`src/rtl/core/recursive_gaussian_pass_core_defines.svh`:
```
// ----------------------------------------------------------------------------
// recursive_gaussian_pass_core_defines.svh
// Assertion macros for the recursive Gaussian pass core.
// ----------------------------------------------------------------------------
`ifndef RECURSIVE_GAUSSIAN_PASS_CORE_DEFINES_SVH
`define RECURSIVE_GAUSSIAN_PASS_CORE_DEFINES_SVH

`ifndef NO_ASSERTIONS

// same-cycle implication, disabled during reset
`define RGP_ASSERT_IMPLY(label, clk, rst, lhs, rhs, msg) \
   label: assert property (@(posedge clk) disable iff (rst) (lhs) |-> (rhs)) \
      else $error(msg);

// next-cycle implication, disabled during reset
`define RGP_ASSERT_NEXT(label, clk, rst, lhs, rhs, msg) \
   label: assert property (@(posedge clk) disable iff (rst) (lhs) |=> (rhs)) \
      else $error(msg);

`else

`define RGP_ASSERT_IMPLY(label, clk, rst, lhs, rhs, msg)
`define RGP_ASSERT_NEXT(label, clk, rst, lhs, rhs, msg)

`endif

`endif

```
`src/rtl/core/rgp_pkg.sv`:
```
// ----------------------------------------------------------------------------
// rgp_pkg
// Shared types and constants of the recursive Gaussian pass core.
// ----------------------------------------------------------------------------
package rgp_pkg;

   localparam int SAMPLE_WIDTH_DEF   = 12;
   localparam int COEF_FRAC_BITS_DEF = 4;
   localparam int COEF_WIDTH         = 8;
   localparam int CSR_INDEX_WIDTH    = 2;

   // register indexes
   localparam logic [CSR_INDEX_WIDTH-1:0] CSR_COEF_INPUT     = 2'd0;
   localparam logic [CSR_INDEX_WIDTH-1:0] CSR_COEF_TAP_ONE   = 2'd1;
   localparam logic [CSR_INDEX_WIDTH-1:0] CSR_COEF_TAP_TWO   = 2'd2;
   localparam logic [CSR_INDEX_WIDTH-1:0] CSR_COEF_TAP_THREE = 2'd3;

   // unity gain with four fraction bits
   localparam logic signed [COEF_WIDTH-1:0] COEF_INPUT_RESET = 8'sd16;

   typedef logic signed [COEF_WIDTH-1:0] coef_type;

   typedef struct packed {
      coef_type coef_input;
      coef_type coef_tap_one;
      coef_type coef_tap_two;
      coef_type coef_tap_three;
   } coef_set_type;

   typedef struct packed {
      logic step;       // item leaves the input stage this cycle
      logic row_start;  // that item opens a row
   } step_ctrl_type;

endpackage

```
`src/rtl/core/rgp_req_if.sv`:
```
// ----------------------------------------------------------------------------
// rgp_req_if
// Pixel input channel: valid/ready with row marker and B, G, R samples.
// ----------------------------------------------------------------------------
interface rgp_req_if
   import rgp_pkg::*;
#(
   parameter int SAMPLE_WIDTH = SAMPLE_WIDTH_DEF
);
   logic                           valid;
   logic                           ready;
   logic                           row_start;
   logic signed [SAMPLE_WIDTH-1:0] blue_in;
   logic signed [SAMPLE_WIDTH-1:0] green_in;
   logic signed [SAMPLE_WIDTH-1:0] red_in;

   modport source (output valid, row_start, blue_in, green_in, red_in, input ready);
   modport sink   (input valid, row_start, blue_in, green_in, red_in, output ready);
endinterface

```
`src/rtl/core/rgp_rsp_if.sv`:
```
// ----------------------------------------------------------------------------
// rgp_rsp_if
// Filtered pixel output channel: valid/ready with B, G, R samples.
// ----------------------------------------------------------------------------
interface rgp_rsp_if
   import rgp_pkg::*;
#(
   parameter int SAMPLE_WIDTH = SAMPLE_WIDTH_DEF
);
   logic                           valid;
   logic                           ready;
   logic signed [SAMPLE_WIDTH-1:0] blue_out;
   logic signed [SAMPLE_WIDTH-1:0] green_out;
   logic signed [SAMPLE_WIDTH-1:0] red_out;

   modport source (output valid, blue_out, green_out, red_out, input ready);
   modport sink   (input valid, blue_out, green_out, red_out, output ready);
endinterface

```
`src/rtl/core/rgp_channel_filter.sv`:
```
// ----------------------------------------------------------------------------
// rgp_channel_filter
// One color channel: three-tap recursive multiply-add, floor shift, clamp.
// ----------------------------------------------------------------------------
module rgp_channel_filter
   import rgp_pkg::*;
#(
   parameter int SAMPLE_WIDTH   = SAMPLE_WIDTH_DEF,
   parameter int COEF_FRAC_BITS = COEF_FRAC_BITS_DEF
) (
   input  logic                           clock,
   input  logic                           reset,
   input  step_ctrl_type                  ctrl,
   input  coef_set_type                   coefs,
   input  logic signed [SAMPLE_WIDTH-1:0] sample,
   output logic signed [SAMPLE_WIDTH-1:0] filtered
);
   localparam int PROD_WIDTH = SAMPLE_WIDTH + COEF_WIDTH;
   localparam int ACC_WIDTH  = PROD_WIDTH + 2;
   localparam logic signed [SAMPLE_WIDTH-1:0] SAMPLE_MAX = {1'b0, {(SAMPLE_WIDTH-1){1'b1}}};
   localparam logic signed [SAMPLE_WIDTH-1:0] SAMPLE_MIN = {1'b1, {(SAMPLE_WIDTH-1){1'b0}}};

   logic signed [SAMPLE_WIDTH-1:0] hist1_ff, hist2_ff, hist3_ff;
   logic signed [SAMPLE_WIDTH-1:0] tap1, tap2, tap3;
   logic signed [PROD_WIDTH-1:0]   prod0, prod1, prod2, prod3;
   logic signed [ACC_WIDTH-1:0]    acc, shifted;
   logic                           overflow;

   // row start: taps take the current sample
   assign tap1 = ctrl.row_start ? sample : hist1_ff;
   assign tap2 = ctrl.row_start ? sample : hist2_ff;
   assign tap3 = ctrl.row_start ? sample : hist3_ff;

   assign prod0 = sample * coefs.coef_input;
   assign prod1 = tap1 * coefs.coef_tap_one;
   assign prod2 = tap2 * coefs.coef_tap_two;
   assign prod3 = tap3 * coefs.coef_tap_three;

   assign acc = ACC_WIDTH'(prod0) + ACC_WIDTH'(prod1)
              + ACC_WIDTH'(prod2) + ACC_WIDTH'(prod3);
   assign shifted = acc >>> COEF_FRAC_BITS;

   // out of range when the bits above the sample sign differ from it
   assign overflow = (shifted[ACC_WIDTH-1:SAMPLE_WIDTH-1] != '0)
                  && (shifted[ACC_WIDTH-1:SAMPLE_WIDTH-1] != '1);

   always_comb begin
      if (overflow) begin
         filtered = shifted[ACC_WIDTH-1] ? SAMPLE_MIN : SAMPLE_MAX;
      end else begin
         filtered = shifted[SAMPLE_WIDTH-1:0];
      end
   end

   always_ff @(posedge clock) begin
      if (reset) begin
         hist1_ff <= '0;
         hist2_ff <= '0;
         hist3_ff <= '0;
      end else if (ctrl.step) begin
         hist1_ff <= filtered;
         hist2_ff <= tap1;
         hist3_ff <= tap2;
      end
   end
endmodule

```
`src/rtl/core/recursive_gaussian_pass_core.sv`:
```
// ----------------------------------------------------------------------------
// recursive_gaussian_pass_core
// One directional pass of a third-order recursive Gaussian filter on BGR.
// ----------------------------------------------------------------------------
// Usage:
//  - req_chan carries one pixel per beat (row_start, blue/green/red samples);
//    rsp_chan returns one filtered pixel per accepted beat, in order.
//  - Coefficients are written through csr_wr_en/csr_index/csr_wdata while the
//    core is idle; they are signed, four fraction bits by default.
//  - A beat goes from req_chan into the input register, then through the
//    multiply-add into the result register, which drives rsp_chan.
//  - Throughput: one pixel per clock unless rsp_chan stalls. The filter
//    recursion closes through the per-channel history registers in one
//    multiply-add level, so back-to-back pixels use the prior output directly.
//  - Feed order sets causal vs. anticausal; row_start reloads the taps.
//  - Reset (synchronous) empties both stages, zeros the history and loads
//    unity gain with zero feedback.
//  - When rsp_chan stalls, the result stays put and the input register still
//    takes one more beat; req_chan.ready drops only with both stages full.
// ----------------------------------------------------------------------------
`include "recursive_gaussian_pass_core_defines.svh"

module recursive_gaussian_pass_core
   import rgp_pkg::*;
#(
   parameter int SAMPLE_WIDTH   = SAMPLE_WIDTH_DEF,
   parameter int COEF_FRAC_BITS = COEF_FRAC_BITS_DEF
) (
   input  logic                       clock,
   input  logic                       reset,
   rgp_req_if.sink                    req_chan,
   rgp_rsp_if.source                  rsp_chan,
   input  logic                       csr_wr_en,
   input  logic [CSR_INDEX_WIDTH-1:0] csr_index,
   input  logic [COEF_WIDTH-1:0]      csr_wdata
);
   // coefficient registers
   coef_set_type coef_ff;

   // input stage
   logic                           s0_valid_ff, s0_valid_in;
   logic                           s0_row_start_ff;
   logic signed [SAMPLE_WIDTH-1:0] s0_blue_ff, s0_green_ff, s0_red_ff;

   // result stage
   logic                           rsp_valid_ff, rsp_valid_in;
   logic signed [SAMPLE_WIDTH-1:0] rsp_blue_ff, rsp_green_ff, rsp_red_ff;

   logic                           advance;    // result stage can take a beat
   logic                           req_ready;
   step_ctrl_type                  ctrl;
   logic signed [SAMPLE_WIDTH-1:0] blue_filt, green_filt, red_filt;

   // --- configuration -------------------------------------------------------
   always_ff @(posedge clock) begin
      if (reset) begin
         coef_ff.coef_input     <= COEF_INPUT_RESET;
         coef_ff.coef_tap_one   <= '0;
         coef_ff.coef_tap_two   <= '0;
         coef_ff.coef_tap_three <= '0;
      end else if (csr_wr_en) begin
         unique case (csr_index)
            CSR_COEF_INPUT:     coef_ff.coef_input     <= csr_wdata;
            CSR_COEF_TAP_ONE:   coef_ff.coef_tap_one   <= csr_wdata;
            CSR_COEF_TAP_TWO:   coef_ff.coef_tap_two   <= csr_wdata;
            CSR_COEF_TAP_THREE: coef_ff.coef_tap_three <= csr_wdata;
         endcase
      end
   end

   // --- handshake -----------------------------------------------------------
   assign advance        = !rsp_valid_ff || rsp_chan.ready;
   assign req_ready      = !s0_valid_ff || advance;
   assign req_chan.ready = req_ready;

   assign ctrl.step      = s0_valid_ff && advance;
   assign ctrl.row_start = s0_row_start_ff;

   always_comb begin
      s0_valid_in  = req_ready ? req_chan.valid : s0_valid_ff;
      rsp_valid_in = advance ? s0_valid_ff : rsp_valid_ff;
   end

   always_ff @(posedge clock) begin
      if (reset) begin
         s0_valid_ff  <= 1'b0;
         rsp_valid_ff <= 1'b0;
      end else begin
         s0_valid_ff  <= s0_valid_in;
         rsp_valid_ff <= rsp_valid_in;
      end
   end

   // input register: takes a beat whenever it is free or draining
   always_ff @(posedge clock) begin
      if (req_ready && req_chan.valid) begin
         s0_row_start_ff <= req_chan.row_start;
         s0_blue_ff      <= req_chan.blue_in;
         s0_green_ff     <= req_chan.green_in;
         s0_red_ff       <= req_chan.red_in;
      end
   end

   // --- datapath: one multiply-add level per channel -------------------------
   rgp_channel_filter #(
      .SAMPLE_WIDTH   (SAMPLE_WIDTH),
      .COEF_FRAC_BITS (COEF_FRAC_BITS)
   ) u_blue (
      .clock    (clock),
      .reset    (reset),
      .ctrl     (ctrl),
      .coefs    (coef_ff),
      .sample   (s0_blue_ff),
      .filtered (blue_filt)
   );

   rgp_channel_filter #(
      .SAMPLE_WIDTH   (SAMPLE_WIDTH),
      .COEF_FRAC_BITS (COEF_FRAC_BITS)
   ) u_green (
      .clock    (clock),
      .reset    (reset),
      .ctrl     (ctrl),
      .coefs    (coef_ff),
      .sample   (s0_green_ff),
      .filtered (green_filt)
   );

   rgp_channel_filter #(
      .SAMPLE_WIDTH   (SAMPLE_WIDTH),
      .COEF_FRAC_BITS (COEF_FRAC_BITS)
   ) u_red (
      .clock    (clock),
      .reset    (reset),
      .ctrl     (ctrl),
      .coefs    (coef_ff),
      .sample   (s0_red_ff),
      .filtered (red_filt)
   );

   // result register: loads in step with the history update
   always_ff @(posedge clock) begin
      if (ctrl.step) begin
         rsp_blue_ff  <= blue_filt;
         rsp_green_ff <= green_filt;
         rsp_red_ff   <= red_filt;
      end
   end

   assign rsp_chan.valid     = rsp_valid_ff;
   assign rsp_chan.blue_out  = rsp_blue_ff;
   assign rsp_chan.green_out = rsp_green_ff;
   assign rsp_chan.red_out   = rsp_red_ff;

   // --- assertions ------------------------------------------------------------
   `RGP_ASSERT_NEXT(a_step_fills_result, clock, reset, ctrl.step, rsp_valid_ff, "beat lost between stages")
   `RGP_ASSERT_IMPLY(a_backpressure_only_full, clock, reset, !req_ready, s0_valid_ff && rsp_valid_ff && !rsp_chan.ready, "input stalled with room left")
   `RGP_ASSERT_NEXT(a_coef_input_write, clock, reset, csr_wr_en && (csr_index == CSR_COEF_INPUT), coef_ff.coef_input == $past(csr_wdata), "coefficient write not taken")
   `RGP_ASSERT_NEXT(a_result_from_stage, clock, reset, !s0_valid_ff && advance, !rsp_valid_ff, "result without an input beat")
endmodule
```
`src/flat_wrapper.sv`:
```
// flat-port wrapper written by rule: the top's interface ports become plain ports
module recursive_gaussian_pass_core_flat import rgp_pkg::*;
#(
   parameter int SAMPLE_WIDTH   = SAMPLE_WIDTH_DEF,
   parameter int COEF_FRAC_BITS = COEF_FRAC_BITS_DEF
)
  (clock, reset, csr_wr_en, csr_index, csr_wdata, req_chan_valid, req_chan_row_start, req_chan_blue_in, req_chan_green_in, req_chan_red_in, req_chan_ready, rsp_chan_valid, rsp_chan_blue_out, rsp_chan_green_out, rsp_chan_red_out, rsp_chan_ready);
  rgp_req_if #(.SAMPLE_WIDTH(SAMPLE_WIDTH)) req_chan_i ();
  rgp_rsp_if #(.SAMPLE_WIDTH(SAMPLE_WIDTH)) rsp_chan_i ();
  input  logic clock;
  input  logic reset;
  input  logic csr_wr_en;
  input  logic [CSR_INDEX_WIDTH-1:0] csr_index;
  input  logic [COEF_WIDTH-1:0] csr_wdata;
  input wire logic [$bits(req_chan_i.valid)-1:0] req_chan_valid;
  input wire logic [$bits(req_chan_i.row_start)-1:0] req_chan_row_start;
  input wire logic [$bits(req_chan_i.blue_in)-1:0] req_chan_blue_in;
  input wire logic [$bits(req_chan_i.green_in)-1:0] req_chan_green_in;
  input wire logic [$bits(req_chan_i.red_in)-1:0] req_chan_red_in;
  output wire logic [$bits(req_chan_i.ready)-1:0] req_chan_ready;
  output wire logic [$bits(rsp_chan_i.valid)-1:0] rsp_chan_valid;
  output wire logic [$bits(rsp_chan_i.blue_out)-1:0] rsp_chan_blue_out;
  output wire logic [$bits(rsp_chan_i.green_out)-1:0] rsp_chan_green_out;
  output wire logic [$bits(rsp_chan_i.red_out)-1:0] rsp_chan_red_out;
  input wire logic [$bits(rsp_chan_i.ready)-1:0] rsp_chan_ready;
  assign req_chan_i.valid = req_chan_valid;
  assign req_chan_i.row_start = req_chan_row_start;
  assign req_chan_i.blue_in = req_chan_blue_in;
  assign req_chan_i.green_in = req_chan_green_in;
  assign req_chan_i.red_in = req_chan_red_in;
  assign req_chan_ready = req_chan_i.ready;
  assign rsp_chan_valid = rsp_chan_i.valid;
  assign rsp_chan_blue_out = rsp_chan_i.blue_out;
  assign rsp_chan_green_out = rsp_chan_i.green_out;
  assign rsp_chan_red_out = rsp_chan_i.red_out;
  assign rsp_chan_i.ready = rsp_chan_ready;
  recursive_gaussian_pass_core #(.SAMPLE_WIDTH(SAMPLE_WIDTH), .COEF_FRAC_BITS(COEF_FRAC_BITS)) u_core (.clock(clock), .reset(reset), .req_chan(req_chan_i), .rsp_chan(rsp_chan_i), .csr_wr_en(csr_wr_en), .csr_index(csr_index), .csr_wdata(csr_wdata));
endmodule
```
`config.mk`:
```
export PLATFORM = sky130hd
export DESIGN_NAME = recursive_gaussian_pass_core_flat
export DESIGN_NICKNAME = d
export VERILOG_FILES = /design/src/rtl/core/rgp_pkg.sv /design/src/rtl/core/rgp_req_if.sv /design/src/rtl/core/rgp_rsp_if.sv /design/src/rtl/core/rgp_channel_filter.sv /design/src/rtl/core/recursive_gaussian_pass_core.sv /design/src/flat_wrapper.sv
export VERILOG_INCLUDE_DIRS = /design/src /design/src/rtl/core
export SDC_FILE = /design/constraint.sdc
export NUM_CORES = 2
export LEC_CHECK = 0
export CAP_MARGIN = 40
export CORE_MARGIN = 2
export CORE_UTILIZATION = 55
export DETAILED_ROUTE_END_ITERATION = 8
export DONT_BUFFER_PORTS = 1
export PLACE_DENSITY = 0.7
export SLEW_MARGIN = 20
export SYNTH_ARGS = -nofsm -noshare
export SYNTH_HDL_FRONTEND = slang
export SYNTH_SLANG_ARGS = --single-unit
```
`constraint.sdc`:
```
create_clock -name clock -period 9.7 [get_ports clock]
set_input_delay 0.485 -clock clock [delete_from_list [all_inputs] [get_ports clock]]
set_output_delay 0.485 -clock clock [all_outputs]
set_load 0.02 [all_outputs]
```
# After elaboration in Yosys (flattened, before gate mapping)
# Index checks and enable logic that the tools add are counted.
[totals]
ff_bits = 215
elab_cells = 81
[classes]
addsub = 9
n_mul = 12
eq_ne = 6
mux = 15
n_reduce_logical = 17
[op_table]
columns = ["operator", "n"]
rows = [
  ["$mul 12x8->20", 12],
  ["$mux 12", 15],
  ["$add 21x20->22", 3],
  ["$add 22x20->22", 3],
  ["$add 20x20->21", 3],
  ["$ne 11x11->1 const B", 3],
  ["$reduce_bool 11->1", 3],
  ["$reduce_and 2->1", 4],
  ["$logic_and 1x1->1", 5],
  ["$eq 2x2->1 const B", 2],
  ["$eq 2x1->1 const B", 1],
  ["$logic_not 1->1", 2],
  ["$logic_not 2->1", 1],
  ["$logic_or 1x1->1", 2],
]

# Logic depth before layout (Yosys ltp)
[logic_depth]
word_depth = 8
depth_mapped = 33
depth_no_buf = 29

# By module
# A second synthesis with hierarchy kept.
[hier_totals]
hier_cells = 5757
hier_area_um2 = 54562.3
[by_module_without_submodules]
columns = ["module", "instances", "cells_per_inst", "area_each_um2", "seq_area_each_um2"]
rows = [
  ["rgp_channel_filter at u_core.u_blue ...", 2, 1858, 17056.4, 720.7],
  ["rgp_channel_filter at u_core.u_red", 1, 1841, 16876.2, 720.7],
  ["recursive_gaussian_pass_core", 1, 200, 3573.4, 2872.8],
]

# Least setup slack after synthesis
# No wires, ideal clock.
[synth_path]
path_kind = "flip-flop to flip-flop"
from = "reg u_core.s0_row_start_ff"
to = "reg u_core.rsp_red_ff[1], in the netlist u_core.rsp_chan.red_out[1] (data pin)"
setup_time_ns = 0.254
t_arrival_ns = 8.035
setup_slack_ns = 1.411
path_stages_with_launch = 28
n_path_buf = 3
synth_period_minus_slack_ns = 8.289
path_cell_list = "edfxtp_1 -> clkbuf_1 -> clkbuf_1 -> mux2i_1 -> nor2b_1 -> fa_1 -> fa_1 -> inv_1 -> fa_1 -> inv_1 -> fa_1 -> fa_1 -> fa_1 -> fa_1 -> inv_1 -> fa_1 -> inv_1 -> ha_1 -> a211o_1 -> a221o_1 -> a31o_2 -> nor2_1 -> o21ai_0 -> xnor2_1 -> and4bb_2 -> buf_2 -> nor2_1 -> o21a_1"
[synth_via]
elab_chain_len = 8
[synth_rtl]
columns = ["item", "line_no", "text"]
rows = [
  ["from (decl)", "recursive_gaussian_pass_core.sv:42", "logic s0_row_start_ff;"],
  ["from (signal assigned)", "recursive_gaussian_pass_core.sv:97", "s0_row_start_ff <= req_chan.row_start;"],
  ["$mux 12", "rgp_channel_filter.sv:30", "assign tap1 = ctrl.row_start ? sample : hist1_ff;"],
  ["$mul 12x8->20", "rgp_channel_filter.sv:35", "assign prod1 = tap1 * coefs.coef_tap_one;"],
  ["$add 20x20->21", "rgp_channel_filter.sv:39", "assign acc = ACC_WIDTH'(prod0) + ACC_WIDTH'(prod1)"],
  ["$add 21x20->22", "rgp_channel_filter.sv:40", "+ ACC_WIDTH'(prod2) + ACC_WIDTH'(prod3);"],
  ["$add 22x20->22 *", "rgp_channel_filter.sv:40", ""],
  ["$ne 11x11->1 / $reduce_bool 11->1 (equally long branches)", "rgp_channel_filter.sv:45, rgp_channel_filter.sv:44", ""],
  ["$logic_and 1x1->1", "rgp_channel_filter.sv:45", "&& (shifted[ACC_WIDTH-1:SAMPLE_WIDTH-1] != '1);"],
  ["$mux 12 *", "rgp_channel_filter.sv:48", "if (overflow) begin"],
  ["via u_core.red_filt[1]", "recursive_gaussian_pass_core.sv:52", "logic signed [SAMPLE_WIDTH-1:0] blue_filt, green_filt, red_filt;"],
  ["to (signal assigned)", "recursive_gaussian_pass_core.sv:146", "rsp_red_ff <= red_filt;"],
  ["to (decl)", "recursive_gaussian_pass_core.sv:47", "logic signed [SAMPLE_WIDTH-1:0] rsp_blue_ff, rsp_green_ff, rsp_red_ff;"],
]
# Mark *: on every way through the listed nets, which the timed path passes. The rest lies on a longest branch.
# A chain may end at the register's enable or synchronous reset.

# Worst setup path in the final report
[layout_path]
from = "reg u_core.s0_row_start_ff"
to = "reg u_core.rsp_blue_ff[10], in the netlist u_core.rsp_chan.blue_out[10] (data pin)"
[layout_via]
elab_chain_len = 8
[layout_rtl]
columns = ["item", "line_no", "text"]
rows = [
  ["$mux 12", "rgp_channel_filter.sv:30", ""],
  ["$mul 12x8->20", "rgp_channel_filter.sv:35", ""],
  ["$add 20x20->21", "rgp_channel_filter.sv:39", ""],
  ["$add 21x20->22", "rgp_channel_filter.sv:40", ""],
  ["$add 22x20->22 *", "rgp_channel_filter.sv:40", ""],
  ["$ne 11x11->1 / $reduce_bool 11->1 (equally long branches)", "rgp_channel_filter.sv:45, rgp_channel_filter.sv:44", ""],
  ["$logic_and 1x1->1", "rgp_channel_filter.sv:45", ""],
  ["$mux 12 *", "rgp_channel_filter.sv:48", ""],
  ["via u_core.blue_filt[10]", "recursive_gaussian_pass_core.sv:52", ""],
  ["to (signal assigned)", "recursive_gaussian_pass_core.sv:144", "rsp_blue_ff <= blue_filt;"],
  ["to (decl)", "recursive_gaussian_pass_core.sv:47", ""],
]
# Marks and branches as above.

==> results.json <==
{
  "status": "complete, no violations",
  "cts.clk_slew.worst_paths_ns": 0.06,
  "p_seq_share_pct": 15.2,
  "final-hold-violation-count": 0,
  "worst_path_max_delay_cell": "fa_1",
  "drcViolationCount": 0,
  "yosys-top-cells-area": "fa_1, inv_1, ha_1",
  "power.density_nw_per_um2": 170.0,
  "wl_mm": 143.8,
  "fin_skew_ns": 0.02437,
  "critical_path_class": "flip-flop to flip-flop",
  "fmax_mhz": 107.0,
  "die_w_um": 317.5,
  "synth_edf_count": 73,
  "cp-end-kind": "flip-flop",
  "grt_max_degree": 95,
  "post-route-period-util_pct": 96.33,
  "netlist_area_um2": 54070,
  "yosysMostFrequentCell": "inv_1",
  "synthFlopType": "dfxtp_1",
  "yosys.area.top_type": "fa_1",
  "dr.pass1.iters": 5,
  "detailed_place.area_um2": 56090,
  "fin_nets": 7441,
  "rows": 115,
  "fillers": 8353,
  "start_util_pct": 55.26,
  "syn_nets": 7419,
  "largest_register_ffs": 32,
  "sw_frac_of_total_pct": 52.59,
  "min_period_ns": 9.344,
  "routabilityCongestion": 0.9223,
  "cts-root-buf": "clkbuf_16",
  "maxSlewHeadroom_pct": 37.34,
  "path_common_cell": "fa_1",
  "stdcell_area_um2": 57890,
  "coreArea_um2": 97840,
  "netlist.area_leader.share_pct": 48.58,
  "setup_tns_ns": 0,
  "setup_viol": 0,
  "ys_top_cells_by_count": "inv_1, fa_1, nand2_1",
  "io_buffers": 0,
  "cts.sinks": 215,
  "worstSkewPairLatency_ns": 0.58,
  "worst_pin_slew_ns": 0.9336,
  "seq_area_frac_synth_pct": 9.312,
  "path_delay_family": "adder cells",
  "avgSynthCellArea_um2": 9.419,
  "cts_buffer_depth": 3,
  "worstPathMaxFanout": 55,
  "drtIter0Drc": 3054,
  "p_int_mw": 4.665,
  "crit_buf_inv": 6,
  "slowest_delay_ns": 0.56,
  "syn_inst": 5740,
  "cts_buffers": 34,
  "antenna-diode-count": 0,
  "grt_pass1_vias": 40480,
  "htreeDepth": 2,
  "finalPower_mw": 9.841,
  "ioPinCount": 90,
  "synthArstFlopShare_pct": 0,
  "grt_pass1_wl_mm": 233.8,
  "ys_ff_latch": 215,
  "antenna_found_initial": 1,
  "comb_power_share_pct": 71.4,
  "synthToLayoutAreaGrowth_pct": 7.065,
  "pwr-share-clk_pct": 13.5,
  "cts_tree": "yes",
  "utilization_pct": 59.16,
  "maxCapViolCount": 0,
  "wl_per_cell_um": 20.33,
  "grt-ovfl-total": 0,
  "finalWorstSetupSlack_ns": 0.3557,
  "via_per_inst": 5.370,
  "die_y_um": 317.5,
  "drtAntennaViolNets": 0,
  "slew_viol_final": 0,
  "yosys_warnings": 0,
  "cp.required_ns": 10.09,
  "grt_usage_pct": 30.10,
  "p_sw_mw": 5.175,
  "cellLeakagePower_nw": 28.50,
  "drive_gt1_share_pct": 5.010,
  "worstSetupStartpointType": "flip-flop",
  "route.vias.total": 37990,
  "regMostFlops": "u_core.coef_ff",
  "hold_path.class": "input pin to flip-flop",
  "critPathArrivalTime_ns": 9.73,
  "die_area_um2": 100800,
  "synth_cell_types": 80,
  "pre_cts_ws_ns": 0.5654,
  "dp_hpwl_mm": 116.4,
  "ir_worst_vdd_v": 0.0002648
}
==> power groups by stage <==
stage	clock network [mW]	logic [mW]	registers, mW
2_1_floorplan	0	5.00	1.43
6_report	1.33	7.02	1.49
4_1_cts	1.34	6.86	1.49
3_3_place_gp	0	6.63	1.51
3_5_place_dp	0	6.80	1.51
5_1_grt	1.38	7.82	1.50
==> worst paths after layout <==
kind / startpoint / end / slack (ns) / depth (start not counted)
worst max register to register: u_core.s0_row_start_ff / u_core.rsp_chan.blue_out[10] / 0.36 / 27
worst min register to register: u_core.u_red.hist2_ff[6] / u_core.u_red.hist2_ff[6] / 0.47 / 2
worst min-delay path: csr_wdata[4] / u_core.coef_ff[28] / 0.03 / 1
worst max-delay path: u_core.s0_row_start_ff / u_core.rsp_chan.blue_out[10] / 0.36 / 27
==> per-stage QoR <==
stage / hold slack (ns) / instances
floorplan: 0.4244 / 5740
CTS: 0.002150 / 7051
detailed placement: 0.4486 / 6949
global placement: 0.4369 / 6937
finish: 0.03300 / 7075
global route: 0.01822 / 7075
==> metal layers <==
| metal | GRT usage, % | vias up | wire length [um] |
|---|---|---|---|
| met5 | 0 | - | 13 |
| met3 | 6.942 | 181 | 15250 |
| li1 | - | 16670 | - |
| met2 | 44.72 | 1703 | 63000 |
| met4 | 7.503 | 2 | 3947 |
| met1 | 44.82 | 19440 | 61630 |
==> area by class of cell <==
cell class	count	area [um^2]	share of cell area (%)
Clock buffer	44	928.4	1.604
Clock inverter	18	217.7	0.3761
Inverter	1620	6083	10.51
Multi-Input combinational cell	3681	42090	72.71
Sequential cell	215	5046	8.717
Tap cell	1287	1610	2.782
Timing Repair Buffer	210	1912	3.303
==> cell usage in the layout (no fill, tap or decap), drive strengths merged, types with 14 or more instances in the layout <==
cell            n
inv          1623
fa           1312
nand2         519
and2          330
ha            315
nor2b         261
nor2          195
buf           164
dfxtp         142
o21ai         140
nand2b        106
a211oi         83
mux2i          77
xnor2          75
edfxtp         73
a21oi          59
clkbuf         51
dlygate4sd3    39
xor2           26
o21a           23
a21o           15
or2            14
nor3           14
==> worst reg2reg max path: stages, from the launching register on <==
cell and delay, ns:
edfxtp_1 0.40, buf_12 0.28, buf_12 0.33, nand2_1 0.23, o21ai_1 0.50, nor2_1 0.16
fa_1 0.56, inv_1 0.05, fa_1 0.47, fa_1 0.55, inv_1 0.05, fa_1 0.53
fa_1 0.46, fa_1 0.40, fa_1 0.52, inv_1 0.06, fa_1 0.51, inv_1 0.06
ha_1 0.42, a21oi_1 0.33, o21ai_0 0.29, a211oi_1 0.47, nor2_1 0.12, xor2_1 0.26
nand2_1 0.15, or4_1 0.43, mux2_4 0.35, o21ai_0 0.23
==> logic make-up after synthesis <==
logic type / Yosys count / synth area share [%]
buffers and inverters: 1844 / 12.87
and+or+nand+nor: 1483 / 13.95
muxes: 78 / 1.453
DFF: 215 / 9.312
adders and majority gates: 1627 / 55.87
AOI/OAI and AO/OA: 392 / 4.869
xor gates and xnor gates: 101 / 1.671
==> timing repair <==
item	in CTS	in global routing
hold buffers	40	0
setup buffers	0	1
gates resized for setup	0	1
hold endpoints to repair	49	0
setup endpoints to repair	0	16
Note: power is estimated with default switching activity, not from simulation.
